==> src/design/tcl_pkg.sv <==
// ----------------------------------------------------------------------------
// tcl_pkg
// Types, codes and constants of the tone curve / RGB565 pixel pipeline.
// ----------------------------------------------------------------------------
`timescale 1ns / 1ps

package tcl_pkg;

    localparam int NUM_STAGES = 4;

    localparam logic       ACT_PIXEL = 1'b0;
    localparam logic       ACT_KNOT  = 1'b1;

    localparam logic [1:0] CH_RED    = 2'd0;
    localparam logic [1:0] CH_GREEN  = 2'd1;
    localparam logic [1:0] CH_BLUE   = 2'd2;

    // values below this pass through the curve unchanged
    localparam logic [7:0] LOW_LIMIT = 8'd15;

    typedef struct packed {
        logic [NUM_STAGES-1:0] stage_en;
        logic                  curve_enable;
    } tcl_ctrl_t;

    typedef struct packed {
        logic       we;
        logic [3:0] idx;
        logic [7:0] data;
    } knot_wr_t;

    // reset knot i = 16*i + 15
    function automatic logic [7:0] knot_default(input logic [3:0] idx);
        return {idx, 4'hf};
    endfunction

endpackage

==> src/design/tcl_chan.sv <==
// ----------------------------------------------------------------------------
// tcl_chan
// One colour channel: 16-knot store and four-stage interpolation pipeline.
// ----------------------------------------------------------------------------
`timescale 1ns / 1ps

module tcl_chan (
    input  logic              aclk,
    input  logic              aresetn,
    input  tcl_pkg::tcl_ctrl_t ctrl,
    input  tcl_pkg::knot_wr_t  knot_wr,
    input  logic [7:0]        value_in,
    output logic [7:0]        value_out
);
    import tcl_pkg::*;

    logic [7:0]  knot_mem [16];
    logic [15:0] knot_vld_reg;

    logic [7:0]  v_off;
    logic [3:0]  addr_a;
    logic [3:0]  addr_b;

    // stage 1
    logic [7:0]  a1_reg, b1_reg, v1_reg;
    logic [3:0]  f1_reg;
    logic        low1_reg;
    // stage 2
    logic [7:0]  a2_reg, diff2_reg, v2_reg;
    logic [3:0]  f2_reg;
    logic        low2_reg, down2_reg;
    // stage 3
    logic [7:0]  a3_reg, mag3_reg, v3_reg;
    logic        low3_reg, down3_reg;
    logic [11:0] prod3_next;
    // stage 4
    logic [7:0]  res_reg, res_next;

    assign v_off  = value_in - LOW_LIMIT;
    assign addr_a = v_off[7:4];
    assign addr_b = v_off[7:4] + 4'd1;

    always_ff @(posedge aclk) begin
        if (knot_wr.we) begin
            knot_mem[knot_wr.idx] <= knot_wr.data;
        end
    end

    always_ff @(posedge aclk) begin
        if (!aresetn) begin
            knot_vld_reg <= '0;
        end else if (knot_wr.we) begin
            knot_vld_reg[knot_wr.idx] <= 1'b1;
        end
    end

    always_ff @(posedge aclk) begin
        if (ctrl.stage_en[0]) begin
            a1_reg   <= knot_vld_reg[addr_a] ? knot_mem[addr_a] : knot_default(addr_a);
            b1_reg   <= knot_vld_reg[addr_b] ? knot_mem[addr_b] : knot_default(addr_b);
            f1_reg   <= v_off[3:0];
            v1_reg   <= value_in;
            low1_reg <= (value_in < LOW_LIMIT);
        end
    end

    always_ff @(posedge aclk) begin
        if (ctrl.stage_en[1]) begin
            a2_reg    <= a1_reg;
            down2_reg <= (b1_reg < a1_reg);
            diff2_reg <= (b1_reg < a1_reg) ? (a1_reg - b1_reg) : (b1_reg - a1_reg);
            f2_reg    <= f1_reg;
            v2_reg    <= v1_reg;
            low2_reg  <= low1_reg;
        end
    end

    assign prod3_next = diff2_reg * f2_reg;

    always_ff @(posedge aclk) begin
        if (ctrl.stage_en[2]) begin
            a3_reg    <= a2_reg;
            mag3_reg  <= prod3_next[11:4];
            down3_reg <= down2_reg;
            v3_reg    <= v2_reg;
            low3_reg  <= low2_reg;
        end
    end

    always_comb begin
        if (!ctrl.curve_enable || low3_reg) begin
            res_next = v3_reg;
        end else if (down3_reg) begin
            res_next = a3_reg - mag3_reg;
        end else begin
            res_next = a3_reg + mag3_reg;
        end
    end

    always_ff @(posedge aclk) begin
        if (ctrl.stage_en[3]) begin
            res_reg <= res_next;
        end
    end

    assign value_out = res_reg;

endmodule

==> src/design/tone_curve_lut_rgb565.sv <==
// ----------------------------------------------------------------------------
// tone_curve_lut_rgb565
// Per-channel piecewise-linear tone curve followed by an RGB888 to RGB565 pack.
// ----------------------------------------------------------------------------
// Input channel (s_*): each transfer is either a pixel (s_action = pixel),
// carrying s_red/s_green/s_blue, or a knot write (s_action = knot) that sets
// knot s_knot_index of channel s_channel to s_knot_value. A knot write takes
// effect at its transfer and yields no result; channel 3 is ignored.
// Output channel (m_*): one m_pixel_565 transfer per pixel, in input order.
// Pipeline: a pixel passes through four registered stages (knot read,
// difference, multiply, add/pack), in which every stage has its own valid
// bit, and m_valid is the valid bit of the last stage; throughput is one
// item per cycle while m_ready stays high.
// cfg_we/cfg_wdata write curve_enable; write it only with the pipeline empty.
// Reset: curve_enable = 0, every knot i reads 16*i+15, pipeline empty.
// Stall: with m_ready low, bubbles collapse; s_ready drops once all four
// stages hold pixels, and nothing is lost or repeated.
// ----------------------------------------------------------------------------
`timescale 1ns / 1ps

module tone_curve_lut_rgb565 (
    input  logic        aclk,
    input  logic        aresetn,
    input  logic        cfg_we,
    input  logic        cfg_wdata,
    input  logic        s_valid,
    output logic        s_ready,
    input  logic        s_action,
    input  logic [1:0]  s_channel,
    input  logic [3:0]  s_knot_index,
    input  logic [7:0]  s_knot_value,
    input  logic [7:0]  s_red,
    input  logic [7:0]  s_green,
    input  logic [7:0]  s_blue,
    output logic        m_valid,
    input  logic        m_ready,
    output logic [15:0] m_pixel_565
);
    import tcl_pkg::*;

    logic                  curve_enable_reg;
    logic [NUM_STAGES-1:0] vld_reg;
    logic [NUM_STAGES-1:0] rdy;
    logic                  s_xfer;
    tcl_ctrl_t             ctrl;
    knot_wr_t              wr_r, wr_g, wr_b;
    logic [7:0]            red_map, green_map, blue_map;

    always_ff @(posedge aclk) begin
        if (!aresetn) begin
            curve_enable_reg <= 1'b0;
        end else if (cfg_we) begin
            curve_enable_reg <= cfg_wdata;
        end
    end

    always_comb begin
        rdy[NUM_STAGES-1] = !vld_reg[NUM_STAGES-1] || m_ready;
        for (int i = NUM_STAGES - 2; i >= 0; i--) begin
            rdy[i] = !vld_reg[i] || rdy[i+1];
        end
    end

    assign s_ready = rdy[0];
    assign s_xfer  = s_valid && s_ready;

    always_ff @(posedge aclk) begin
        if (!aresetn) begin
            vld_reg <= '0;
        end else begin
            if (rdy[0]) begin
                vld_reg[0] <= s_valid && (s_action == ACT_PIXEL);
            end
            for (int i = 1; i < NUM_STAGES; i++) begin
                if (rdy[i]) begin
                    vld_reg[i] <= vld_reg[i-1];
                end
            end
        end
    end

    assign ctrl.stage_en     = rdy;
    assign ctrl.curve_enable = curve_enable_reg;

    always_comb begin
        wr_r.we   = s_xfer && (s_action == ACT_KNOT) && (s_channel == CH_RED);
        wr_g.we   = s_xfer && (s_action == ACT_KNOT) && (s_channel == CH_GREEN);
        wr_b.we   = s_xfer && (s_action == ACT_KNOT) && (s_channel == CH_BLUE);
        wr_r.idx  = s_knot_index;
        wr_g.idx  = s_knot_index;
        wr_b.idx  = s_knot_index;
        wr_r.data = s_knot_value;
        wr_g.data = s_knot_value;
        wr_b.data = s_knot_value;
    end

    tcl_chan u_red (
        .aclk      (aclk),
        .aresetn   (aresetn),
        .ctrl      (ctrl),
        .knot_wr   (wr_r),
        .value_in  (s_red),
        .value_out (red_map)
    );

    tcl_chan u_green (
        .aclk      (aclk),
        .aresetn   (aresetn),
        .ctrl      (ctrl),
        .knot_wr   (wr_g),
        .value_in  (s_green),
        .value_out (green_map)
    );

    tcl_chan u_blue (
        .aclk      (aclk),
        .aresetn   (aresetn),
        .ctrl      (ctrl),
        .knot_wr   (wr_b),
        .value_in  (s_blue),
        .value_out (blue_map)
    );

    assign m_valid     = vld_reg[NUM_STAGES-1];
    assign m_pixel_565 = {red_map[7:3], green_map[7:2], blue_map[7:3]};

endmodule

==> config.mk <==
export PLATFORM = sky130hd
export DESIGN_NAME = tone_curve_lut_rgb565
export DESIGN_NICKNAME = d
export VERILOG_FILES = /design/src/design/tcl_pkg.sv /design/src/design/tcl_chan.sv /design/src/design/tone_curve_lut_rgb565.sv
export SDC_FILE = /design/constraint.sdc
export NUM_CORES = 1
export LEC_CHECK = 0
export BUFFER_PORTS_ARGS = -buffer_cell sky130_fd_sc_hd__buf_4
export CELL_PAD_IN_SITES_DETAIL_PLACEMENT = 0
export CELL_PAD_IN_SITES_GLOBAL_PLACEMENT = 2
export CORE_MARGIN = 2
export CORE_UTILIZATION = 47
export CTS_CLUSTER_DIAMETER = 200
export DETAILED_ROUTE_END_ITERATION = 6
export HOLD_SLACK_MARGIN = 0.1
export PLACE_DENSITY_LB_ADDON = 0.1
export REMOVE_ABC_BUFFERS = 1
export SKIP_LAST_GASP = 1
export SLEW_MARGIN = 40
export SYNTH_ARGS = -nofsm -noshare
export SYNTH_HDL_FRONTEND = slang
export SYNTH_SLANG_ARGS = --single-unit
==> constraint.sdc <==
create_clock -name aclk -period 6.2 [get_ports aclk]
set_input_delay 0.93 -clock aclk [delete_from_list [all_inputs] [get_ports aclk]]
set_output_delay 0.93 -clock aclk [all_outputs]
set_load 0.01 [all_outputs]
Yosys cells after proc, flatten, opt, wreduce, memory -nomap -nowiden
Memories as Yosys holds them, arrays and structs flattened.
Index checks and enable logic that the tools add are counted.
{"block": "word_totals", "out_inout_bits": 18, "regBits": 332, "memories": 3, "ramBits": 384}
{"block": "op_classes", "n_bitwise": 4, "add_sub_neg": 18, "n_mul": 3, "magnitude_cmp": 14, "eq_ne": 2, "reduce_logical": 20, "mux": 35}
{"name": "u_blue.knot_mem", "depth": 16, "width": 8, "rd": 2, "rd_clocked_by_memory_dff": 0, "wr": 1, "line_no": "tcl_chan.sv:17", "text": "logic [7:0] knot_mem [16];"}
{"name": "u_green.knot_mem", "depth": 16, "width": 8, "rd": 2, "rd_clocked_by_memory_dff": 0, "wr": 1, "line_no": "tcl_chan.sv:17"}
{"name": "u_red.knot_mem", "depth": 16, "width": 8, "rd": 2, "rd_clocked_by_memory_dff": 0, "wr": 1, "line_no": "tcl_chan.sv:17"}
{"op": "$mux W8", "n": 15}
{"op": "$sub A8 B8 Y8", "n": 9}
{"op": "$or A16 B16 Y16", "n": 3}
{"op": "$mul A8 B4 Y12", "n": 3}
{"op": "$lt A4 B5 Y1 const B", "n": 7}
{"op": "$add A8 B8 Y8", "n": 3}
{"op": "$bmux W1 S4", "n": 6}
{"op": "$lt A8 B4 Y1 const B", "n": 3}
{"op": "$lt A8 B8 Y1", "n": 3}
{"op": "$sub A8 B4 Y8 const B", "n": 3}
{"op": "$mux W1", "n": 13}
{"op": "$add A4 B1 Y4 const B", "n": 3}
{"op": "$logic_and A1 B1 Y1", "n": 7}
{"op": "$logic_or A1 B1 Y1", "n": 7}
{"op": "$logic_not A1 Y1", "n": 5}
{"op": "$demux W1 S4", "n": 1}
{"op": "$ge A4 B1 Y1 const B", "n": 1}
{"op": "$eq A2 B1 Y1 const B", "n": 1}
{"op": "$eq A2 B2 Y1 const B", "n": 1}
{"op": "$logic_not A2 Y1", "n": 1}
{"op": "$not A1 Y1", "n": 1}

Longest topological paths before layout
Gate-level depths: netlist (run 1).
{"block": "logic_depth", "word_depth": 10, "ltp_mapped": 15}

Hierarchy
From an unflattened synthesis (run 1), not the netlist that was laid out.
{"block": "unflattened", "cells_unflattened": 2358, "hier_area_um2": 35759.3}
{"module": "tcl_chan at u_green", "seq_area_each_um2": 6956.7, "cells_per_inst": 785, "area_per_inst_um2": 11895.2, "n_inst": 1}
{"module": "tcl_chan at u_blue", "seq_area_each_um2": 6956.7, "cells_per_inst": 780, "area_per_inst_um2": 11813.8, "n_inst": 1}
{"module": "tcl_chan at u_red", "seq_area_each_um2": 6956.7, "cells_per_inst": 767, "area_per_inst_um2": 11795.1, "n_inst": 1}
{"module": "tone_curve_lut_rgb565", "seq_area_each_um2": 100.1, "cells_per_inst": 26, "area_per_inst_um2": 255.2, "n_inst": 1}

Least setup slack after synthesis (run 1)
OpenSTA, ideal clock, no wires.
{"block": "synth_path", "path_type": "input port to flip-flop", "startpoint": "in m_ready", "endpoint": "mem u_red.knot_mem[10][0] (enable)", "slack_ns": 1.545, "n_path_buf": 2, "setup_ns": 0.374, "stages": 8, "arrival_ns": 4.281, "t_required_ns": 5.826, "cell_sequence": "nor2b_1 -> and3_1 -> nand2_1 -> and4b_1 -> nand2b_1 -> clkbuf_1 -> clkbuf_1 -> nor2_1"}
{"block": "synth_via", "elab_chain_len": 9}
{"item": "from (decl)", "line_no": "tone_curve_lut_rgb565.sv:36", "text": "input logic m_ready,"}
{"item": "$logic_or A1 B1 Y1", "line_no": "tone_curve_lut_rgb565.sv:58", "text": "rdy[NUM_STAGES-1] = !vld_reg[NUM_STAGES-1] || m_ready;"}
{"item": "$logic_or A1 B1 Y1 (3 in series)", "line_no": "tone_curve_lut_rgb565.sv:60", "text": "rdy[i] = !vld_reg[i] || rdy[i+1];"}
{"item": "via s_ready", "line_no": "tone_curve_lut_rgb565.sv:27", "text": "output logic s_ready,"}
{"item": "$logic_and A1 B1 Y1", "line_no": "tone_curve_lut_rgb565.sv:65", "text": "assign s_xfer = s_valid && s_ready;"}
{"item": "$logic_and A1 B1 Y1 (2 in series)", "line_no": "tone_curve_lut_rgb565.sv:86", "text": "wr_r.we = s_xfer && (s_action == ACT_KNOT) && (s_channel == CH_RED);"}
{"item": "$mux W1", "line_no": "tcl_chan.sv:44", "text": "if (knot_wr.we) begin"}
{"item": "$mux W1 (implied by the code)", "line_no": "tcl_chan.sv:45", "text": "knot_mem[knot_wr.idx] <= knot_wr.data;"}
{"item": "to (decl)", "line_no": "tcl_chan.sv:17"}
The timed path passes the listed nets, and every way through them passes these cells.

Final worst setup path (run 1)
{"block": "layout_path", "startpoint": "in s_blue[3]", "endpoint": "reg u_blue.b1_reg[5], data pin"}
{"block": "layout_via", "elab_chain_len": 5}
{"item": "from (decl)", "line_no": "tone_curve_lut_rgb565.sv:34", "text": "input logic [7:0] s_blue,"}
{"item": "$sub A8 B4 Y8 *", "line_no": "tcl_chan.sv:39", "text": "assign v_off = value_in - LOW_LIMIT;"}
{"item": "$add A4 B1 Y4 *", "line_no": "tcl_chan.sv:41", "text": "assign addr_b = v_off[7:4] + 4'd1;"}
{"item": "$bmux W1 S4", "line_no": "tcl_chan.sv:60", "text": "b1_reg <= knot_vld_reg[addr_b] ? knot_mem[addr_b] : knot_default(addr_b);"}
{"item": "$mux W1 (implied by the code)", "line_no": "tcl_chan.sv:60"}
{"item": "$mux W8 *", "line_no": "tcl_chan.sv:60"}
{"item": "to (signal assigned)", "line_no": "tcl_chan.sv:60"}
{"item": "to (decl)", "line_no": "tcl_chan.sv:25", "text": "logic [7:0] a1_reg, b1_reg, v1_reg;"}
Every way passes the cells marked *; elsewhere a longest branch is shown, timed or not. The select of a mux whose other input is x is not followed.
A chain may end at the register's enable or synchronous reset.

==> metrics.cfg, run 1 <==
[setup_path]
cp-end-kind=flop
crit_arrival_ns=4.28
r2r-start=vld_reg[3]
reg2reg_depth=7
crit_path_max_fanout=24
critPathLaunch=s_blue[3]
r2r_slack_ns=2.74
rr_endpoint=u_green.knot_mem[2][3]
crit_end=u_blue.b1_reg[5]
worstSetupPathType=primary input to flop
worstSetupStartpointType=primary input
cp.required_ns=6.56

[pwr]
ir_drop_uv=224.9
p_leak_nw=13.88
power.density_nw_per_um2=328.8

[clocking]
holdBufCountCts=0
cts_tree=yes
cts_root_buf=clkbuf_16
clkLatencyLatePin_ns=0.61
cts_buffers=77
clock_path_buffers=3
htree_levels=3
cts_setup_buffers=0
cts.sinks=684
clk_pin_slew_ns=0.06
cts_resized=0

[grt]
grt_max_degree=83
first_global_vias=19890
grt_overflow=0
grt_pass1_wl_um=121600
antenna_found_initial=0
grt.total_usage=0.2141

[die]
die_area_um2=75070
die_x_um=274.0
num_rows=98
core_area_um2=71850
dieHeight_um=274.0
start_util=0.4768
pin_count=63

[sta]
setup_viol=0
drv_slew=0
finalCritPeriodShare=0.6309
worst_pin_slew_ns=0.8308
period_minus_slack_ns=3.911
clock_skew_ns=0.02183
relSlewSlack=0.4461
setup_tns_ns=0
layout_setup_ws_ns=2.289
finalHoldViolCount=0
rsz0062_at_grt=false
clock.fmax_mhz=255.7

[yosys]
syn-instance-count=2284
post_synth.cell_area_avg_um2=15.00
yosysTopAreaCell=edfxtp_1
synth_warnings=0
synthArstFlopShare=0
synth-edff-count=631
syn_area_um2=34260
yosysUniqueCellTypes=69
yosysTopAreaCellShare=0.5531
synth-main-ff-cell=edfxtp_1
synth_area_leaders=edfxtp_1 (55%), mux4_2 (14%), ha_1 (4.2%), dfxtp_1 (3.1%), fa_1 (2.3%)
ys_ff_latch=684
ys_seq_area_frac=0.5841

[placement]
dp_hpwl_um=53930
place_congestion=0.8323
place_area_um2=36000
placedCellCount=3247
io_buffers=62
pre_cts_ws_ns=1.660

[final_layout]
n_fill_cell=5869
final_nets=2574
final_util=0.5362
design_area_um2=38530
largest_registers=u_blue.knot_mem: 128 flops, u_green.knot_mem: 128 flops, u_red.knot_mem: 128 flops
final_cells=3388
diodes=0
area_growth_pct=12.47
drive_above_1_share=0.2121

[hold_path]
worstHoldPathType=flop to flop

[detailed_routing]
post_drt_wl_per_cell_um=23.04
via_per_inst=5.713
initialDrtViolationCount=1457
wl_um=78080
drtPass1Iterations=7
via_count=19360
postRouteAntennaNets=0
drc=0

[outcome]
outcome=finished clean

[run]
max_cap_violations=0

[synthesized netlist by cell type (all sizes together) (39+ instances only)]
cell type	number
o21a	62
inv	143
ha	114
fa	39
edfxtp	631
nand3	49
mux2i	79
mux4	211
a21oi	39
dfxtp	53
and2	54
nand2	185
clkbuf	46
xnor2	72
nor2	130
o21ai	76
[worst min-delay path by stage]
stage                           from               end  slack, ns  cells past startpoint
floorplan           u_blue.a2_reg[0]  u_blue.a3_reg[0]       0.40                      0
global placement     u_red.f1_reg[0]   u_red.f2_reg[0]       0.40                      0
detailed placement  u_blue.v1_reg[3]  u_blue.v2_reg[3]       0.40                      0
CTS                 u_blue.v2_reg[6]  u_blue.v3_reg[6]       0.41                      0
global route        u_blue.v2_reg[6]  u_blue.v3_reg[6]       0.42                      0
finish              u_blue.v2_reg[6]  u_blue.v3_reg[6]       0.41                      0
[power by group]
part           switching, mW  leakage, nW  internal, mW  total (mW)
clock network           1.84         1.22          2.67        4.51
logic                   1.41         6.24          1.22        2.63
registers              0.184         6.42          5.34        5.53
total                   3.44         13.9          9.23        12.7
[layer usage]
| metal | track usage | part of all wire | wire length (um) |
|---|---|---|---|
| met5 | 0 | 0 | 0 |
| met4 | 0.06579 | 0.023 | 1762 |
| met3 | 0.03048 | 0.052 | 4078 |
| met2 | 0.3398 | 0.47 | 36850 |
| met1 | 0.3079 | 0.45 | 35380 |
[per-stage QoR]
| stage | hold slack, ns | power, mW |
|---|---|---|
| 2_1_floorplan | 0.4003 | 7.525 |
| 3_3_place_gp | 0.4002 | 8.256 |
| 3_5_place_dp | 0.4045 | 8.274 |
| 4_1_cts | 0.4134 | 12.81 |
| 5_1_grt | 0.4219 | 13.31 |
| 6_report | 0.4135 | 12.67 |
[worst max-delay path, cell delays in order]
cell and delay (ns):
buf_4 0.14, a41oi_2 0.30, xnor2_4 0.17, inv_2 0.24, ha_1 0.80, buf_4 0.47
mux4_2 0.40, mux2i_1 0.16, inv_1 0.07, mux2_2 0.33, o221a_1 0.26
[placed cells by master (no fill, tap or decap), types with 7 or more instances in the layout]
| master | count |
|---|---|
| xnor2_1 | 62 |
| buf_4 | 92 |
| a22oi_1 | 8 |
| a21o_1 | 10 |
| o21a_1 | 62 |
| dfxtp_1 | 53 |
| nand2_1 | 183 |
| a21oi_1 | 32 |
| xnor2_4 | 8 |
| a31oi_1 | 13 |
| nor2_2 | 40 |
| clkbuf_1 | 15 |
| clkinvlp_4 | 7 |
| nand3_1 | 48 |
| a211oi_1 | 11 |
| nor3_1 | 33 |
| mux2_2 | 8 |
| a21oi_2 | 7 |
| o21ai_0 | 75 |
| clkinv_1 | 7 |
| ha_1 | 113 |
| and2_1 | 53 |
| mux4_2 | 211 |
| edfxtp_1 | 631 |
| nand2b_1 | 24 |
| clkbuf_16 | 79 |
| mux2i_1 | 77 |
| nand4_1 | 7 |
| clkinv_2 | 17 |
| fa_1 | 39 |
| nor2b_1 | 28 |
| xor2_1 | 12 |
| inv_1 | 139 |
| nor2_1 | 90 |
| a21boi_0 | 13 |
| bufinv_16 | 7 |
[logic make-up (layout without fill, tap and decap cells)]
logic type,Yosys count,count (layout),synth area share
muxes,300,300,0.1658
AOI/OAI and AO/OA,285,285,0.05635
DFF,684,684,0.5841
buffers and inverters,227,381,0.02757
adders and majority gates,153,153,0.06442
and+or+nand+nor,548,548,0.07516
xor gates and xnor gates,87,87,0.02662
[cell type report]
cell class | instances | area [um2] | area share
Multi-Input combinational cell | 1373 | 13520 | 0.3508
Clock inverter | 45 | 450.4 | 0.01169
Timing Repair Buffer | 97 | 767.0 | 0.01991
Inverter | 143 | 538.0 | 0.01396
Sequential cell | 684 | 20010 | 0.5193
Clock buffer | 96 | 2061 | 0.05348
Tap cell | 950 | 1189 | 0.03085
No activity file was read; power rests on OpenSTA's default activity.
==> run 2: changes to the inputs <==
--- a/config.mk
+++ b/config.mk
@@ -5,11 +5,12 @@
 export SDC_FILE = /design/constraint.sdc
 export NUM_CORES = 1
 export LEC_CHECK = 0
+export ABC_AREA = 1
 export BUFFER_PORTS_ARGS = -buffer_cell sky130_fd_sc_hd__buf_4
 export CELL_PAD_IN_SITES_DETAIL_PLACEMENT = 0
 export CELL_PAD_IN_SITES_GLOBAL_PLACEMENT = 2
 export CORE_MARGIN = 2
-export CORE_UTILIZATION = 47
+export CORE_UTILIZATION = 41
 export CTS_CLUSTER_DIAMETER = 200
 export DETAILED_ROUTE_END_ITERATION = 6
 export HOLD_SLACK_MARGIN = 0.1
==> constraint.sdc (replaced) <==
create_clock -name aclk -period 3.7 [get_ports aclk]
set_input_delay 0.555 -clock aclk [delete_from_list [all_inputs] [get_ports aclk]]
set_output_delay 0.555 -clock aclk [all_outputs]
set_load 0.01 [all_outputs]
==> metrics.cfg, run 2 <==
[outcome]
outcome=finished clean

[yosys]
syn_area_um2=36690  ; +7.1%
synth_common_cells=nand2_1 (1149), edfxtp_1 (631), inv_1 (518)
synth-main-ff-cell=edfxtp_1
ys_ff_latch=684  ; unchanged
ys_seq_area_frac=0.5454  ; -0.03862
yosysUniqueCellTypes=39  ; -43%
yosysMostFrequentCell=nand2_1
post_synth.cell_area_avg_um2=9.208  ; -39%
syn-instance-count=3984  ; +74%
synth_warnings=0  ; unchanged
yosysTopAreaCellShare=0.5165  ; -0.03658
synth-edff-count=631  ; unchanged
yosysTopAreaCell=edfxtp_1
synthArstFlopShare=0  ; unchanged
synth_area_leaders=edfxtp_1 (52%), nand2_1 (12%), nand3_1 (6.0%), inv_1 (5.3%), ha_1 (3.9%)

[placement]
pre_cts_ws_ns=0.3754  ; -1.284 ns
place_congestion=0.7819  ; -6.1%
place_area_um2=38470  ; +6.9%
io_buffers=62  ; unchanged
placedCellCount=5098  ; +57%
dp_hpwl_um=69070  ; +28%

[pwr]
swShare=0.3370  ; +0.06570
ir_drop_uv=378.2  ; +68%
p_total_mw=25.53  ; +100%
p_leak_nw=17.85  ; +29%
switchingPower_mw=8.605  ; +150%
clock_power_share=0.303  ; -0.053
seq_power_share=0.391  ; -0.045
combPwrFrac=0.306  ; +0.098
power.density_nw_per_um2=622.3  ; +89%
p_int_mw=16.93  ; +83%

[detailed_routing]
wl_um=102500  ; +31%
initialDrtViolationCount=2185  ; +50%
drtPass1Iterations=6  ; -1
via_per_inst=5.106  ; -11%
via_count=26800  ; +38%
postRouteAntennaNets=0  ; unchanged
drc=0  ; unchanged
post_drt_wl_per_cell_um=19.53  ; -15%

[setup_path]
crit_path_max_fanout=8  ; -67%
worstSetupStartpointType=flop
max_stage_delay_ns=0.54  ; -0.26 ns
crit_arrival_ns=3.75  ; -0.53 ns
cp.required_ns=4.10  ; -2.46 ns
crit_chain=nand2_1 -> inv_1 -> fa_1 -> inv_1 -> fa_1 -> inv_1 -> ha_1 -> nand2_1 -> o21ai_0 -> a21oi_1 -> o21ai_0 -> nand2_1 -> nand3_1 -> nand2_1
worstSetupPathType=flop to flop
cp_num_buf_inv=3  ; -1
slowest_stage=fa_1
cp-end-kind=flop
crit_family=adder cells
r2r_slack_ns=0.35  ; -2.39 ns
critical_path.most_common_cell=nand2_1

[grt]
grt_max_degree=135  ; +63%
grt_pass1_wl_um=157800  ; +30%
grt_overflow=0  ; unchanged
first_global_vias=25950  ; +30%
antenna_found_initial=4  ; +4
grt.total_usage=0.2255  ; +0.01148

[sta]
relSlewSlack=0.5053  ; +0.05920
rsz0062_at_grt=false
period_minus_slack_ns=3.353
layout_setup_ws_ns=0.3468  ; -1.942 ns
finalHoldViolCount=0  ; unchanged
holdWs_ns=0.1402  ; -0.2732 ns
worst_pin_slew_ns=0.7420  ; -0.08880 ns
clock.fmax_mhz=298.2
setup_viol=0  ; unchanged
clock_skew_ns=0.02671  ; +0.004880 ns
drv_slew=0  ; unchanged
finalCritPeriodShare=0.9063
setup_tns_ns=0  ; unchanged

[die]
num_rows=109  ; +11%
start_util=0.4145  ; -0.06232
pin_count=63  ; unchanged
core_area_um2=88510  ; +23%
die_area_um2=91880  ; +22%
dieHeight_um=303.1  ; +11%
die_x_um=303.1  ; +11%

[final_layout]
final_cells=5248  ; +55%
final_nets=4216  ; +64%
final_cell_mix=nand2_1 (1144), edfxtp_1 (631), inv_1 (516)
design_area_um2=41030  ; +6.5%
drive_above_1_share=0.07078  ; -0.1413
final_util=0.4636  ; -0.07264
area_growth_pct=11.85
diodes=0  ; unchanged
final_common_cell=nand2_1
largest_registers=u_blue.knot_mem: 128 flops, u_green.knot_mem: 128 flops, u_red.knot_mem: 128 flops

[clocking]
clkLatencyLatePin_ns=0.65  ; +0.04 ns
cts_resized=0  ; unchanged
cts_tree=yes
cts_buffers=80  ; +3.9%
cts.sinks=684  ; unchanged
cts_root_buf=clkbuf_16
clock_path_buffers=3  ; unchanged
clk_pin_slew_ns=0.06  ; about the same
htree_levels=3  ; unchanged

[run]
max_cap_violations=0  ; unchanged

[hold_path]
worstHoldPathType=primary input to flop

==> run 2: cell count changes in the layout (fill, tap and decap cells not counted), moves of 77 or more <==
| cell | before | now |
|---|---|---|
| mux4_2 | 211 | 0 |
| inv_1 | 139 | 516 |
| o211ai_1 | 6 | 185 |
| nand2_1 | 183 | 1144 |
| a21oi_1 | 32 | 158 |
| mux2i_1 | 77 | 0 |
| nand3_1 | 48 | 439 |
==> run 2: cell type report <==
cell class                      count  area [um2]
Timing Repair Buffer              147        1244
Sequential cell                   684       20010
Fill cell                        8649       47480
Inverter                          523        1964
Tap cell                         1165        1458
Clock buffer                      110        2218
Multi-Input combinational cell   2582       13840
Clock inverter                     37       302.8
==> run 2: worst reg2reg max path: cells and delay by family, from the launching register on <==
family                   cells  cell delay (ns)
flip-flops                   1             0.51
adder cells (fa/ha/maj)      3             1.33
AO/OA/AOI/OAI                3             0.70
AND/OR/NAND/NOR              5             0.42
buffers and inverters        3             0.15
==> run 2: routing by layer <==
layer | vias up | share of wire | global-route usage
li1 | 13480 | - | -
met1 | 12630 | 0.48 | 0.3265
met2 | 546 | 0.45 | 0.3558
met3 | 141 | 0.044 | 0.03427
met4 | 2 | 0.022 | 0.05513
met5 | - | 0.00013 | 0
==> run 2: kinds of logic after synthesis <==
logic type | after synthesis | synth area share
buffers and inverters | 718 | 0.07902
adder cells (fa/ha/maj) | 153 | 0.06016
flip-flops | 684 | 0.5454
AO/OA/AOI/OAI | 595 | 0.09754
XOR/XNOR | 87 | 0.02077
AND/OR/NAND/NOR | 1747 | 0.1971
==> run 2: what timing repair did <==
| action | CTS | global route |
|---|---|---|
| hold buffers | 3 | 0 |
| setup buffers | 0 | 0 |
| endpoints found under the hold margin | 3 | 0 |
==> run 2: power groups by stage <==
stage | Clock, mW | Sequential, mW | Combinational, mW
finish | 7.74 | 9.99 | 7.81
CTS | 7.90 | 9.99 | 7.92
global placement | 0 | 10.1 | 7.89
detailed placement | 0 | 10.2 | 7.86
global route | 8.19 | 10.1 | 9.02
floorplan | 0 | 9.90 | 5.77
==> run 2: worst paths after layout <==
check	start	endpoint	cells after the start
hold / removal	s_red[3]	u_red.v1_reg[3]	1
setup / recovery	u_blue.f2_reg[1]	u_blue.mag3_reg[6]	14
setup reg to reg	u_blue.f2_reg[1]	u_blue.mag3_reg[6]	14
hold reg to reg	u_green.a2_reg[6]	u_green.a3_reg[6]	0
